## src/god_pkg.sv

```systemverilog
// shared types, constants and functions for the gradient orientation difference core
`default_nettype none
package god_pkg;
   localparam int MaxDimDefault = 4096;
   localparam int CordicStagesDefault = 16;
   localparam int CountBitsDefault = 24;
   localparam int TableLen = 24;
   localparam int CordicFrac = 24;
   localparam int VecBits = 36;
   localparam int AngBits = 20;
   localparam int SumBits = 40;
   localparam int OutCountBits = 24;
   localparam int DimBits = 13;

   localparam logic CSR_IMAGE_ROWS = 1'b0;
   localparam logic CSR_IMAGE_COLS = 1'b1;

   typedef struct packed {
      logic [11:0] pixel_row;
      logic [11:0] pixel_col;
      logic [7:0]  src_center;
      logic [7:0]  src_right;
      logic [7:0]  src_below;
      logic [7:0]  dst_center;
      logic [7:0]  dst_right;
      logic [7:0]  dst_below;
      logic        last_pixel;
   } req_type;

   typedef struct packed {
      logic [15:0] mean_difference;
      logic [23:0] used_count;
      logic        no_pixels;
   } rsp_type;

   typedef struct packed {
      logic signed [VecBits-1:0] x;
      logic signed [VecBits-1:0] y;
      logic signed [AngBits-1:0] z;
      logic                      zero;
   } vec_type;

   function automatic logic signed [AngBits-1:0] atan_entry(input int i);
      logic signed [AngBits-1:0] r;
      case (i)
         0: r = 20'sd8192;
         1: r = 20'sd4836;
         2: r = 20'sd2555;
         3: r = 20'sd1297;
         4: r = 20'sd651;
         5: r = 20'sd326;
         6: r = 20'sd163;
         7: r = 20'sd81;
         8: r = 20'sd41;
         9: r = 20'sd20;
         10: r = 20'sd10;
         11: r = 20'sd5;
         12: r = 20'sd3;
         13: r = 20'sd1;
         14: r = 20'sd1;
         default: r = '0;
      endcase
      return r;
   endfunction
endpackage
`default_nettype wire

```

## src/god_divider.sv

```systemverilog
// restoring divider for the rounded mean, one quotient bit per cycle
`default_nettype none
module god_divider import god_pkg::*; #(
   parameter int COUNT_BITS = 24
) (
   input  wire logic clock,
   input  wire logic reset,
   input  wire logic start,
   input  wire logic [SumBits:0] dividend,
   input  wire logic [COUNT_BITS-1:0] divisor,
   output logic busy,
   output logic done,
   output logic [SumBits:0] quotient
);
   localparam int QB = SumBits + 1;
   localparam int CB = $clog2(QB + 1);
   logic [QB-1:0] q_ff, q_in;
   logic [COUNT_BITS:0] r_ff, r_in;
   logic [COUNT_BITS-1:0] d_ff;
   logic [CB-1:0] cnt_ff, cnt_in;
   logic busy_ff, busy_in, done_ff, done_in;
   logic [COUNT_BITS+1:0] trial;
   always_comb begin
      q_in = q_ff; r_in = r_ff; cnt_in = cnt_ff;
      busy_in = busy_ff; done_in = 1'b0;
      trial = {r_ff, q_ff[QB-1]};
      if (start) begin
         q_in = dividend; r_in = '0; cnt_in = CB'(QB); busy_in = 1'b1;
      end else if (busy_ff) begin
         q_in = {q_ff[QB-2:0], 1'b0};
         if (trial >= {2'b00, d_ff}) begin
            r_in = (COUNT_BITS+1)'(trial - {2'b00, d_ff});
            q_in[0] = 1'b1;
         end else begin
            r_in = trial[COUNT_BITS:0];
         end
         cnt_in = cnt_ff - 1'b1;
         if (cnt_ff == CB'(1)) begin
            busy_in = 1'b0; done_in = 1'b1;
         end
      end
   end
   always_ff @(posedge clock) begin
      if (reset) begin
         busy_ff <= 1'b0; done_ff <= 1'b0; cnt_ff <= '0;
      end else begin
         busy_ff <= busy_in; done_ff <= done_in; cnt_ff <= cnt_in;
      end
      q_ff <= q_in; r_ff <= r_in;
      if (start) d_ff <= divisor;
   end
   assign busy = busy_ff;
   assign done = done_ff;
   assign quotient = q_ff;
endmodule
`default_nettype wire

```

## config.mk

```make
export PLATFORM = sky130hd
export DESIGN_NAME = god_divider
export DESIGN_NICKNAME = d
export VERILOG_FILES = /design/src/god_pkg.sv /design/src/god_divider.sv
export SDC_FILE = /design/constraint.sdc
export NUM_CORES = 1
export LEC_CHECK = 0
export BUFFER_PORTS_ARGS = -buffer_cell sky130_fd_sc_hd__buf_4
export CORE_ASPECT_RATIO = 1.1
export CORE_MARGIN = 2
export CORE_UTILIZATION = 30
export DETAILED_ROUTE_END_ITERATION = 6
export GPL_ROUTABILITY_DRIVEN = 0
export PLACE_DENSITY = 0.58
export SYNTH_ARGS = -nofsm -noshare
export SYNTH_HDL_FRONTEND = slang
export SYNTH_SLANG_ARGS = --single-unit
```

## constraint.sdc

```tcl
create_clock -name clock -period 9.3 [get_ports clock]
set_clock_uncertainty 0.15 [all_clocks]
set_input_delay 1.395 -clock clock [delete_from_list [all_inputs] [get_ports clock]]
set_output_delay 1.395 -clock clock [all_outputs]
set_load 0.03 [all_outputs]
```

Word-level counts from Yosys, hierarchy flattened

Index checks and enable logic that the tools add are counted.

Register bits after elaboration: 98
Bits in latches: 0
RAM bits: 0
Memory bits (read-only): 0
Input bits: 68
Output and inout port bits: 43
Word-level logic and storage cells: 25
Memories kept: 0

Add/sub/neg operators: 2
Multipliers: 0
Div/mod/pow operators: 0
$lt $le $gt $ge: 1
Equality and inequality tests: 1
Shift-type cells: 0
Multiplexer cells: 10
Bitwise gates (word level): 1
Reduce and logical (&&, ||, !) cells: 3

Operator list:

| cell                | number |
|---|---|
| $mux 41             | 2 |
| $ge 26x24->1        | 1 |
| $mux 25             | 1 |
| $sub 25x24->25      | 1 |
| $mux 6              | 2 |
| $eq 6x1->1 const B  | 1 |
| $sub 6x1->6 const B | 1 |
| $mux 1              | 5 |
| $reduce_or 3->1     | 1 |
| $reduce_bool 2->1   | 1 |
| $reduce_or 2->1     | 1 |
| $not 1->1           | 1 |

Logic depth before layout (Yosys ltp)

Depth in word-level cells: 4
Depth in mapped cells: 13
Mapped depth without buffers: 12

Worst setup path after synthesis

Ideal clock, no wire load.

Path kind: reg-to-reg
Start point: reg q_ff[40] (netlist: quotient[40])
End point: reg q_ff[0] (netlist: quotient[0]) (data pin)
Setup time: 0.260 ns
Arrival time: 2.764 ns
Setup slack: 6.126 ns
Cell stages (with the launch flop): 13
Path buffers: 2
Clock period less this slack: 3.174 ns
Cell sequence: edfxtp_1 > inv_1 > ha_1 > inv_1 > fa_1 > a211oi_2 > o21ai_1 > a311oi_2 > o21ai_2 > a31o_1 > buf_4 > buf_6 > mux2_2

Longest elaborated chain between the ends: 4

Ends and longest elaborated chain:

| element                | RTL line          | text |
|---|---|---|
| start, declared        | god_divider.sv:17 | `logic [QB-1:0] q_ff, q_in;` |
| start signal, assigned | god_divider.sv:49 | `q_ff <= q_in; r_ff <= r_in;` |
| $ge 26x24->1           | god_divider.sv:31 | `if (trial >= {2'b00, d_ff}) begin` |
| $mux 1                 | god_divider.sv:31 |  |
| $mux 41                | god_divider.sv:29 | `end else if (busy_ff) begin` |
| $mux 41                | god_divider.sv:27 | `if (start) begin` |
| via q_in[0]            | god_divider.sv:17 |  |

The timed path passes the listed nets, and every way through them passes these cells. The select of a mux whose other input is x is not followed.
A chain may end at the register's enable or synchronous reset.

Worst setup path after layout

Start point: reg q_ff[40] (netlist: quotient[40])
End point: reg r_ff[2]

Longest elaborated chain between the ends: 2
Elaborated cells on any way between the ends: 3
Classes of those cells: 1 x add/sub; 1 x order compare; 1 x mux

Ends and longest elaborated chain:

| element                                               | RTL line                             | text |
|---|---|---|
| $sub 25x24->25 / $ge 26x24->1 (equally long branches) | god_divider.sv:32, god_divider.sv:31 |  |
| $mux 25 *                                             | god_divider.sv:31                    |  |
| end signal, assigned                                  | god_divider.sv:49                    |  |
| end, declared                                         | god_divider.sv:18                    | `logic [COUNT_BITS:0] r_ff, r_in;` |

Every way passes the cells marked *; elsewhere a longest branch is shown, timed or not.

==> impl_metrics.tcl <==
set metrics [dict create \
    syn_area_mm2 0.005370 \
    grt_pass1_vias 4104 \
    row_count 51 \
    post_cts_resized 0 \
    antenna_found_initial 0 \
    power_frac_clock_pct 28.6 \
    n_antenna_cell 0 \
    die_h_um 144.3 \
    grt-ovfl-total 0 \
    nFillCells 1812 \
    p_int_mw 0.8630 \
    synth_area_leaders "edfxtp_1, dfxtp_1, mux2_2" \
    min_from "r_ff[6]" \
    coreArea_mm2 0.01761 \
    dr.pass1.iters 6 \
    required_ns 9.37 \
    critPathMostFrequentCell "inv_1" \
    r2r_start "quotient[40]" \
    cp_cell_sequence "inv_1, ha_1, inv_1, fa_1, a211oi_2, o21ai_1, a311oi_2, o21ai_2, a31o_1, mux2_1, mux2i_1, nor2_1" \
    grt_pass1_wl_um 20380 \
    ys_seq_area_share_pct 48.65 \
    rsz0062_at_grt "no" \
    synth_edf_count 65 \
    finalHoldViolations 0 \
    portBuffers 110 \
    num_io_pins 111 \
    dp_hpwl_um 8771 \
    postSynthCellCount 483 \
    clk_path_buf_depth 2 \
    worstMarginPinSlew_ns 0.9740 \
    p_sw_mw 0.4020 \
    path_class "reg -> reg" \
    path_max_fanout 16 \
    pwr-share-seq_pct 42.7 \
    cp_slowest_cell "a31o_1" \
    synth_top_cell_by_area "edfxtp_1" \
    drcViolationCount 0 \
    timing.reg2reg.setup_slack_ns 5.86 \
    final_common_cell "buf_4" \
    synth_area_per_cell_um2 11.12 \
    hold_path_class "reg -> reg" \
    clock_latency_ns 0.35 \
    yosys_warnings 0 \
    grtUsageTotal_pct 13.41 \
    swShare_pct 31.78 \
    synth-seq-cells 98 \
    syn2layout_area_growth_pct 24.00 \
    antenna_left 0 \
    worstSetupEndpointType "register" \
    max_slew_margin_pct 35.07 \
    htree_levels 3 \
    min_path_cells 2 \
    p_per_area_mw_per_mm2 190.0 \
    cts_tree "yes" \
    slew_viol_final 0 \
    fmax_ghz 0.2904 \
    start_util_pct 30.49 \
    cts-root-buf "clkbuf_16" \
    layout-drive-gt1-share_pct 32.71 \
    min_to "r_ff[7]" \
    fin_util_pct 37.81 \
    wl_per_cell_um 14.80 \
    async_flop_share_pct 0 \
    grt_max_degree 64 \
    yosys_most_used_dff "edfxtp_1" \
    wirelength_um 12250 \
    drv_cap 0 \
    die_w_um 131.6 \
    power_mw 1.265 \
    cp_slowest_stage_delay_ns 0.53 \
    post-cts-setup-buffers 0 \
    finalCritPeriodShare_pct 37.02 \
    crit_arrival_ns 3.51 \
    path_clk_slew_ns 0.07 \
    cts-buffers-inserted 9 \
    vdd_drop_max_v 0.00008183 \
    vias 3957 \
    setup_viol 0 \
    nets 680 \
    period_needed_ns 3.443 \
    power_leakage_nw 2.783 \
    setup_tns_ns 0 \
    ctsHoldBuffers 0 \
    status "finished, final reports clean" \
    final_cell_mix "buf_4, edfxtp_1, nor2_1" \
    routed_via_density 4.779 \
    drt_iter0_markers 193 \
    combPwrFrac_pct 28.7 \
    startpoint_type "register" \
    dieArea_mm2 0.01899 \
    r2r_cells 12 \
    synth_cell_types 63 \
    clock_sinks 98 \
    r2r-end "r_ff[2]" \
    synth_nets 578 \
    synth_top_area_share_pct 36.35 \
]
flip-flops by register name, summed over array words and instances, names as in the netlist:
signal and count:
r_ff 25, d_ff 24, quotient 41, done 1, busy 1, cnt_ff 6
cells by family after synthesis:
family	share of synthesized area, %
multiplexers	10.48
XOR/XNOR	4.077
adder cells (fa/ha/maj)	6.431
AND/OR/NAND/NOR	11.09
flip-flops	48.65
AO/OA/AOI/OAI	14.59
buffers and inverters	4.683
cell type report:
type	count	area, um^2	area share (%)
Tap cell	238	297.8	4.472
Clock buffer	10	239.0	3.589
Multi-Input combinational cell	333	2506	37.64
Inverter	31	116.4	1.747
Clock inverter	6	45.04	0.6764
Timing Repair Buffer	112	840.8	12.63
Sequential cell	98	2614	39.25
worst max-delay path: cells and delay by family, from the launching register on:
kind                       cells  cell delay (ns)
muxes                          2             0.56
buffers and inverters          2             0.13
AOI/OAI and AO/OA              5             1.42
adders and majority gates      2             0.58
DFF                            1             0.41
and+or+nand+nor                1             0.05
synth_stat cells, drive strengths merged (4+ instances only):
cell,n
edfxtp,65
nor2,49
mux2,42
dfxtp,33
a21oi,31
inv,31
ha,26
nand2,26
a211oi,20
a21o,13
xor2,13
clkbuf,12
o21ai,12
xnor2,12
nor3,11
mux2i,9
and3,6
buf,6
a311oi,5
or2,5
a31o,4
nand2b,4
nor3b,4
o211ai,4
routing by layer:
| layer | vias up | share of wire (%) | track usage (%) |
|---|---|---|---|
| met5 | - | 0 | 0 |
| met4 | 0 | 1.4 | 5.835 |
| met3 | 14 | 7.7 | 4.837 |
| met2 | 122 | 46 | 21.71 |
| met1 | 1844 | 44 | 16.18 |
| li1 | 1977 | - | - |
power groups by stage:
stage / clock [mW] / combinational (mW) / sequential (mW)
floorplan: 0 / 0.228 / 0.583
global placement: 0 / 0.360 / 0.548
detailed placement: 0 / 0.364 / 0.549
CTS: 0.376 / 0.366 / 0.541
global route: 0.396 / 0.403 / 0.546
finish: 0.362 / 0.363 / 0.540
worst max-delay path by stage:
| stage | start | to | cells after the start |
|---|---|---|---|
| after CTS | quotient[40] | r_ff[2] | 12 |
| after global routing | quotient[40] | r_ff[2] | 12 |
| after global placement | quotient[40] | r_ff[2] | 12 |
| after detailed placement | quotient[40] | r_ff[2] | 12 |
| final | quotient[40] | r_ff[2] | 12 |
| after floorplan | quotient[40] | quotient[0] | 12 |
through the flow:
stage	hold WS [ns]	cells	setup slack, ns	area [um^2]
floorplan	0.3126	483	6.126	5370
CTS	0.3474	828	5.854	6659
global route	0.3731	828	5.610	6659
global placement	0.3340	812	5.939	6375
finish	0.3455	828	5.857	6659
detailed placement	0.3417	812	5.875	6375
No activity file was read; power rests on OpenSTA's default activity.
