[src/god_pkg.sv]
// shared types, constants and functions for the gradient orientation difference core
`default_nettype none
package god_pkg;
   localparam int MaxDimDefault = 4096;
   localparam int CordicStagesDefault = 16;
   localparam int CountBitsDefault = 24;
   localparam int TableLen = 24;
   localparam int CordicFrac = 24;
   localparam int VecBits = 36;
   localparam int AngBits = 20;
   localparam int SumBits = 40;
   localparam int OutCountBits = 24;
   localparam int DimBits = 13;

   localparam logic CSR_IMAGE_ROWS = 1'b0;
   localparam logic CSR_IMAGE_COLS = 1'b1;

   typedef struct packed {
      logic [11:0] pixel_row;
      logic [11:0] pixel_col;
      logic [7:0]  src_center;
      logic [7:0]  src_right;
      logic [7:0]  src_below;
      logic [7:0]  dst_center;
      logic [7:0]  dst_right;
      logic [7:0]  dst_below;
      logic        last_pixel;
   } req_type;

   typedef struct packed {
      logic [15:0] mean_difference;
      logic [23:0] used_count;
      logic        no_pixels;
   } rsp_type;

   typedef struct packed {
      logic signed [VecBits-1:0] x;
      logic signed [VecBits-1:0] y;
      logic signed [AngBits-1:0] z;
      logic                      zero;
   } vec_type;

   function automatic logic signed [AngBits-1:0] atan_entry(input int i);
      logic signed [AngBits-1:0] r;
      case (i)
         0: r = 20'sd8192;
         1: r = 20'sd4836;
         2: r = 20'sd2555;
         3: r = 20'sd1297;
         4: r = 20'sd651;
         5: r = 20'sd326;
         6: r = 20'sd163;
         7: r = 20'sd81;
         8: r = 20'sd41;
         9: r = 20'sd20;
         10: r = 20'sd10;
         11: r = 20'sd5;
         12: r = 20'sd3;
         13: r = 20'sd1;
         14: r = 20'sd1;
         default: r = '0;
      endcase
      return r;
   endfunction
endpackage
`default_nettype wire

[src/god_cordic_cell.sv]
// one vectoring cordic micro-rotation with its pipeline register
`default_nettype none
module god_cordic_cell import god_pkg::*; #(
   parameter int SHIFT = 0
) (
   input  wire logic    clock,
   input  wire logic    en,
   input  wire vec_type vin,
   output vec_type      vout
);
   vec_type vout_ff, vout_in;
   logic signed [VecBits-1:0] xs, ys;
   always_comb begin
      // arithmetic shift is a floor shift
      xs = vin.x >>> SHIFT;
      ys = vin.y >>> SHIFT;
      vout_in = vin;
      if (!vin.y[VecBits-1]) begin
         vout_in.x = vin.x + ys;
         vout_in.y = vin.y - xs;
         vout_in.z = vin.z + atan_entry(SHIFT);
      end else begin
         vout_in.x = vin.x - ys;
         vout_in.y = vin.y + xs;
         vout_in.z = vin.z - atan_entry(SHIFT);
      end
   end
   always_ff @(posedge clock) begin
      if (en) vout_ff <= vout_in;
   end
   assign vout = vout_ff;
endmodule
`default_nettype wire

[src/god_cordic_chain.sv]
// pre-rotation and a row of cordic cells giving one binary angle
`default_nettype none
module god_cordic_chain import god_pkg::*; #(
   parameter int STAGES = 16
) (
   input  wire logic       clock,
   input  wire logic       en,
   input  wire logic [8:0] gx,
   input  wire logic [8:0] gy,
   output logic signed [AngBits-1:0] angle
);
   localparam int N = (STAGES > TableLen) ? TableLen : STAGES;
   vec_type v [N+1];
   logic signed [VecBits-1:0] x0, y0;
   always_comb begin
      x0 = {{(VecBits-9-CordicFrac){gx[8]}}, gx, {CordicFrac{1'b0}}};
      y0 = {{(VecBits-9-CordicFrac){gy[8]}}, gy, {CordicFrac{1'b0}}};
      v[0].zero = (gx == '0) && (gy == '0);
      v[0].x = x0;
      v[0].y = y0;
      v[0].z = '0;
      if (x0[VecBits-1]) begin
         if (!y0[VecBits-1]) begin
            v[0].x = y0;
            v[0].y = -x0;
            v[0].z = 20'sd16384;
         end else begin
            v[0].x = -y0;
            v[0].y = x0;
            v[0].z = -20'sd16384;
         end
      end
   end
   for (genvar i = 0; i < N; i++) begin : g_cell
      god_cordic_cell #(.SHIFT(i)) u_cell (
         .clock(clock), .en(en), .vin(v[i]), .vout(v[i+1])
      );
   end
   always_comb begin
      angle = v[N].z;
      if (v[N].zero) angle = '0;
      else if (v[N].z > 20'sd32768) angle = 20'sd32768;
      else if (v[N].z < -20'sd32768) angle = -20'sd32768;
   end
endmodule
`default_nettype wire

[config.mk]
export PLATFORM = sky130hd
export DESIGN_NAME = god_cordic_chain
export DESIGN_NICKNAME = d
export VERILOG_FILES = /design/src/god_pkg.sv /design/src/god_cordic_cell.sv /design/src/god_cordic_chain.sv
export SDC_FILE = /design/constraint.sdc
export NUM_CORES = 2
export LEC_CHECK = 0
export BUFFER_PORTS_ARGS = -buffer_cell sky130_fd_sc_hd__buf_2
export CAP_MARGIN = 20
export CELL_PAD_IN_SITES_DETAIL_PLACEMENT = 0
export CELL_PAD_IN_SITES_GLOBAL_PLACEMENT = 1
export CORE_MARGIN = 5
export CORE_UTILIZATION = 35
export DETAILED_ROUTE_END_ITERATION = 10
export PLACE_DENSITY = 0.67
export SLEW_MARGIN = 20
export SYNTH_ARGS = -nofsm -noshare
export SYNTH_HDL_FRONTEND = slang
export SYNTH_SLANG_ARGS = --single-unit
[constraint.sdc]
create_clock -name clock -period 9.6 [get_ports clock]
set_input_delay 0.96 -clock clock [delete_from_list [all_inputs] [get_ports clock]]
set_output_delay 0.96 -clock clock [all_outputs]
set_load 0.02 [all_outputs]
* Yosys cells after proc, flatten, opt, wreduce, memory -nomap -nowiden
Index checks and enable logic that the tools add are counted.
Cells by class: magnitude comparators 2, mux-type cells 20, reduce and logical (&&, ||, !) cells 3, $add $sub $neg 91
Operators by type and width (number):
- $mux W92 | 17
- $add A36 B22 Y36 | 2
- $add A36 B23 Y36 | 2
- $add A36 B24 Y36 | 2
- $add A36 B25 Y36 | 2
- $add A36 B26 Y36 | 2
- $add A36 B27 Y36 | 2
- $add A36 B28 Y36 | 2
- $add A36 B29 Y36 | 2
- $add A36 B30 Y36 | 2
- $add A36 B31 Y36 | 2
- $add A36 B32 Y36 | 2
- $add A36 B33 Y36 | 2
- $add A36 B34 Y36 | 2
- $add A36 B35 Y36 | 2
- $neg A33 Y36 | 2
- $sub A36 B22 Y36 | 2
- $sub A36 B23 Y36 | 2
- $sub A36 B24 Y36 | 2
- $sub A36 B25 Y36 | 2
- $sub A36 B26 Y36 | 2
- $sub A36 B27 Y36 | 2
- $sub A36 B28 Y36 | 2
- $sub A36 B29 Y36 | 2
- other kinds (41) | 53
Storage, ports and cells: output and inout port bits 20, logic and storage cells 176, bits in registers 1344, input bits 20

* Depth between registers and ports, before layout
word-level depth 5, depth in mapped cells 22, gate-level depth less buffers 21

* Modules after synthesis
Synthesis repeated with hierarchy kept, for this count alone.
Unflattened totals: cell total of the unflattened synthesis 15342, area total of the unflattened synthesis 139080.9 um^2
Modules (own cells, without submodules):
- god_cordic_cell (g_cell[0].u_cell) | cells each 1103, instances 1, area each 9474.1 um^2
- god_cordic_cell (g_cell[2].u_cell) | cells each 997, instances 1, area each 8989.9 um^2
- god_cordic_cell (g_cell[6].u_cell) | cells each 999, instances 1, area each 8964.8 um^2
- god_cordic_cell (g_cell[1].u_cell) | cells each 988, instances 1, area each 8891.0 um^2
- god_cordic_cell (g_cell[4].u_cell) | cells each 974, instances 1, area each 8858.5 um^2
- god_cordic_cell (g_cell[3].u_cell) | cells each 995, instances 1, area each 8805.9 um^2
- god_cordic_cell (g_cell[8].u_cell) | cells each 965, instances 1, area each 8669.6 um^2
- god_cordic_cell (g_cell[12].u_cell) | cells each 943, instances 1, area each 8579.5 um^2
- god_cordic_cell (g_cell[7].u_cell) | cells each 917, instances 1, area each 8493.1 um^2
- god_cordic_cell (g_cell[9].u_cell) | cells each 923, instances 1, area each 8490.6 um^2
- god_cordic_cell (g_cell[10].u_cell) | cells each 921, instances 1, area each 8488.1 um^2
- god_cordic_cell (g_cell[11].u_cell) | cells each 923, instances 1, area each 8478.1 um^2
- god_cordic_cell (g_cell[13].u_cell) | cells each 914, instances 1, area each 8475.6 um^2
- god_cordic_cell (g_cell[14].u_cell) | cells each 920, instances 1, area each 8443.1 um^2
- 3 more rows

* Worst setup path before layout
Ideal clock, no wire load.
kind register to register, start point register g_cell[8].u_cell.vout_ff (netlist bit g_cell[8].u_cell.vout[70]), end point register g_cell[9].u_cell.vout_ff (netlist bit g_cell[9].u_cell.vout[56]), data pin, setup slack 5.233 ns, clock period less this slack 4.367 ns, path buffers 1, cell stages (with the launch flop) 18, data arrival time 4.102 ns, cells stage by stage edfxtp_1 -> or3_1 -> or3_1 -> or3_1 -> nor4_1 -> nor2_1 -> xnor2_1 -> ha_1 -> clkbuf_1 -> a21o_1 -> a21o_1 -> a21oi_1 -> o221a_2 -> o31ai_1 -> a221o_1 -> a21oi_1 -> o31ai_1 -> xor2_1
RTL lines:
- start: declaration | RTL line god_cordic_cell.sv:11 | vec_type vout_ff, vout_in;
- start signal: assignment | RTL line god_cordic_cell.sv:29 | if (en) vout_ff <= vout_in;
- end signal: assignment | RTL line god_cordic_cell.sv:29
- end: declaration | RTL line god_cordic_cell.sv:11

==> summary.txt <==
Outcome
  • Outcome: finished clean

Finish
  • Area grow syn2layout: 9.34%
  • Fillers: between 20000 and 25000
  • Share of cells above drive strength 1: 0.0424
  • Largest register FFs: between 900 and 1000
  • Nets: around 10000

Routing
  • Residual DRC: 0
  • Initial DRC Count: 3936
  • Avg Vias per Cell: around 5.4
  • Antenna Violating Nets Remaining: 0
  • Routed WL per cell: a little under 20 µm
  • Via count: 65832
  • WL final: about 240000 µm
  • Drt pass-1 iters: 5

Synthesis
  • Mapped Cells: about 9000
  • Ys async rst share: 0
  • Register area share after synthesis: 0.350
  • Area contributors post-synth: edfxtp_1 (35%), ha_1 (14%), xnor2_1 (8.2%), a21oi_1 (5.5%), xor2_1 (4.9%)
  • Synth cell types: 98
  • Post-synth top cells: edfxtp_1 (982), ha_1 (960), a21oi_1 (930), nor2_1 (862), xnor2_1 (792)
  • Count leader, synth: edfxtp_1
  • Seq cells post-synth: around 1000
  • Ys Warns: 0
  • Post-synth EDFFs: just under 1000
  • Ys flop type: edfxtp_1
  • Mapped cell area: 0.0843 mm²
  • Avg Inst Size Synth: ~9.4 µm²
  • Dominant cell type by area after synthesis: edfxtp_1
  • Yosys top cell area share: 0.350

Timing
  • Setup Skew: 0.0533 ns
  • RSZ-0062 raised after global routing: no
  • Worst Max-Slew Pin Slew: 1.09 ns
  • Slew margin rel.: 0.265
  • Setup TNS: 0 ns
  • Fmax: about 180 MHz
  • Final setup violation count: 0
  • Period utilization: 0.571
  • Crit path time final: approximately 5.5 ns
  • Fin. max-slew vios: 0
  • Final hold violations: 0
  • WHS: just over 0.4 ns

Place
  • Routability cong.: approximately 0.95
  • Hpwl dp: about 190000 µm
  • Port bufs: 38

CTS
  • Post CTS Setup Buffer Count: 0
  • Deepest clock path buffer count: 3
  • CTS root buf: clkbuf_16
  • CTS tree: built
  • Clk pin slew, worst setup/hold paths: 0.06 ns
  • Worst-Skew Late Latency: between 0.7 and 0.8 ns
  • # hold bufs at CTS: 0
  • Inserted Clock Buffers: around 120
  • # H-tree levels: 3
  • Sink Count: a little under 1000
  • Post-CTS sizing: 0

GRT
  • Largest net degree at the start of global routing: ~170
  • Initial antenna violation count: 4
  • GRT Total Usage: 0.184
  • Total grt overflow: 0
  • Vias in the first global route: 64492
  • First-pass GRT wire length: roughly 370000 µm

Critical path
  • Worst setup EP type: flop
  • Cell with the most instances on the worst path: or3_1
  • R2R cell count: 14
  • Critical path's slowest cell: o31ai_1
  • Largest fanout on the critical path: 8
  • CP max stage delay: roughly 0.67 ns
  • Critical Path Start Type: flop
  • Setup CP Type: flop to flop
  • WP data required: ~10 ns
  • WP data arrival: 5.98 ns
  • Reg2reg start: g_cell[8].u_cell.vout[71]
  • Critical-path cell list: or3_1 > or3_1 > or3_1 > nor4_1 > nor2_1 > xnor2_1 > ha_1 > nand4_1 > o31ai_1 > a21oi_1 > o31ai_1 > a21o_1 > a41oi_1 > xnor2_1
  • Terminus of the critical flop-to-flop path: g_cell[9].u_cell.vout[52]
  • FF-to-FF setup slack: around 4.1 ns

Hold path
  • Worst hold path class: flop to flop
  • Hold path depth: 0
  • Hold EP: g_cell[9].u_cell.vout[0]
  • Hold Crit Start: g_cell[8].u_cell.vout[0]

Die
  • CORE AREA: approximately 0.24 mm²
  • Initial Utilization: 0.351
  • Die X: 501 µm
  • Die Ht: between 500 and 600 µm
  • Die area: 0.251 mm²
  • Io pins: 40
  • Row count: 180

Flow run
  • Max-Cap Viols: 0
-- cells in the final DEF, fill, tap and decap left out, types with 123 or more instances in the layout --
master,instances
a21o_1,358
a21oi_1,930
a31oi_1,123
edfxtp_1,982
ha_1,960
inv_1,438
nand2_1,444
nand3_1,148
nor2_1,862
nor2b_1,126
nor3_1,270
o21ai_0,396
o21bai_1,134
xnor2_1,792
xor2_1,469
-- kinds of logic after synthesis --
kind of cell	synth area share
AND/OR/NAND/NOR	0.145
multiplexers	0.00700
adder cells (fa/ha/maj)	0.150
flip-flops	0.350
AO/OA/AOI/OAI	0.190
other	0.0000891
XOR/XNOR	0.131
buffers and inverters	0.0275
-- metal layers --
metal	GRT usage	share of wire	vias to the layer above
met5	0	0	-
met4	0.0722	0.044	0
met3	0.0173	0.029	393
met2	0.332	0.50	1195
met1	0.225	0.43	31250
li1	-	-	32994
-- worst max-delay path: cells and delay by family (launching register included) --
kind | cells | cell delay, ns
DFF | 1 | 0.50
xor gates and xnor gates | 2 | 0.31
AOI/OAI and AO/OA | 5 | 1.86
and+or+nand+nor | 6 | 2.05
adders and majority gates | 1 | 0.50
-- worst max-delay path by stage --
stage / start / to / slack [ns]
2_1_floorplan: g_cell[8].u_cell.vout[70] / g_cell[9].u_cell.vout[56] / 5.23
3_3_place_gp: g_cell[8].u_cell.vout[71] / g_cell[9].u_cell.vout[52] / 4.14
3_5_place_dp: g_cell[8].u_cell.vout[71] / g_cell[9].u_cell.vout[52] / 4.15
4_1_cts: g_cell[8].u_cell.vout[71] / g_cell[9].u_cell.vout[52] / 4.12
5_1_grt: g_cell[8].u_cell.vout[71] / g_cell[9].u_cell.vout[52] / 3.86
6_report: g_cell[8].u_cell.vout[71] / g_cell[9].u_cell.vout[52] / 4.12
-- stage by stage --
| step | setup WS, ns | instance area (µm²) | std cells | util |
|---|---|---|---|---|
| 2_1_floorplan | 5.23 | 84300 | 8960 | - |
| 3_3_place_gp | 4.14 | 88100 | 12046 | 0.367 |
| 3_5_place_dp | 4.15 | 88100 | 12046 | 0.367 |
| 4_1_cts | 4.12 | 92200 | 12264 | 0.384 |
| 5_1_grt | 3.86 | 92200 | 12267 | 0.384 |
| 6_report | 4.12 | 92200 | 12268 | 0.384 |
-- area by class of cell --
cell class,count,area (µm²),share of cell area
flip-flops and latches,982,29500,0.320
clock inverters,84,998,0.0108
diodes,4,10.0,0.000109
well taps,3185,3990,0.0432
repair buffers,72,493,0.00535
clock buffers,134,3030,0.0329
multi-input cells,7367,52500,0.570
inverters,440,1650,0.0179
Power is left out: the tool's default activity adds up to more than one toggle a clock period on the data nets, which glitch-free logic cannot reach.
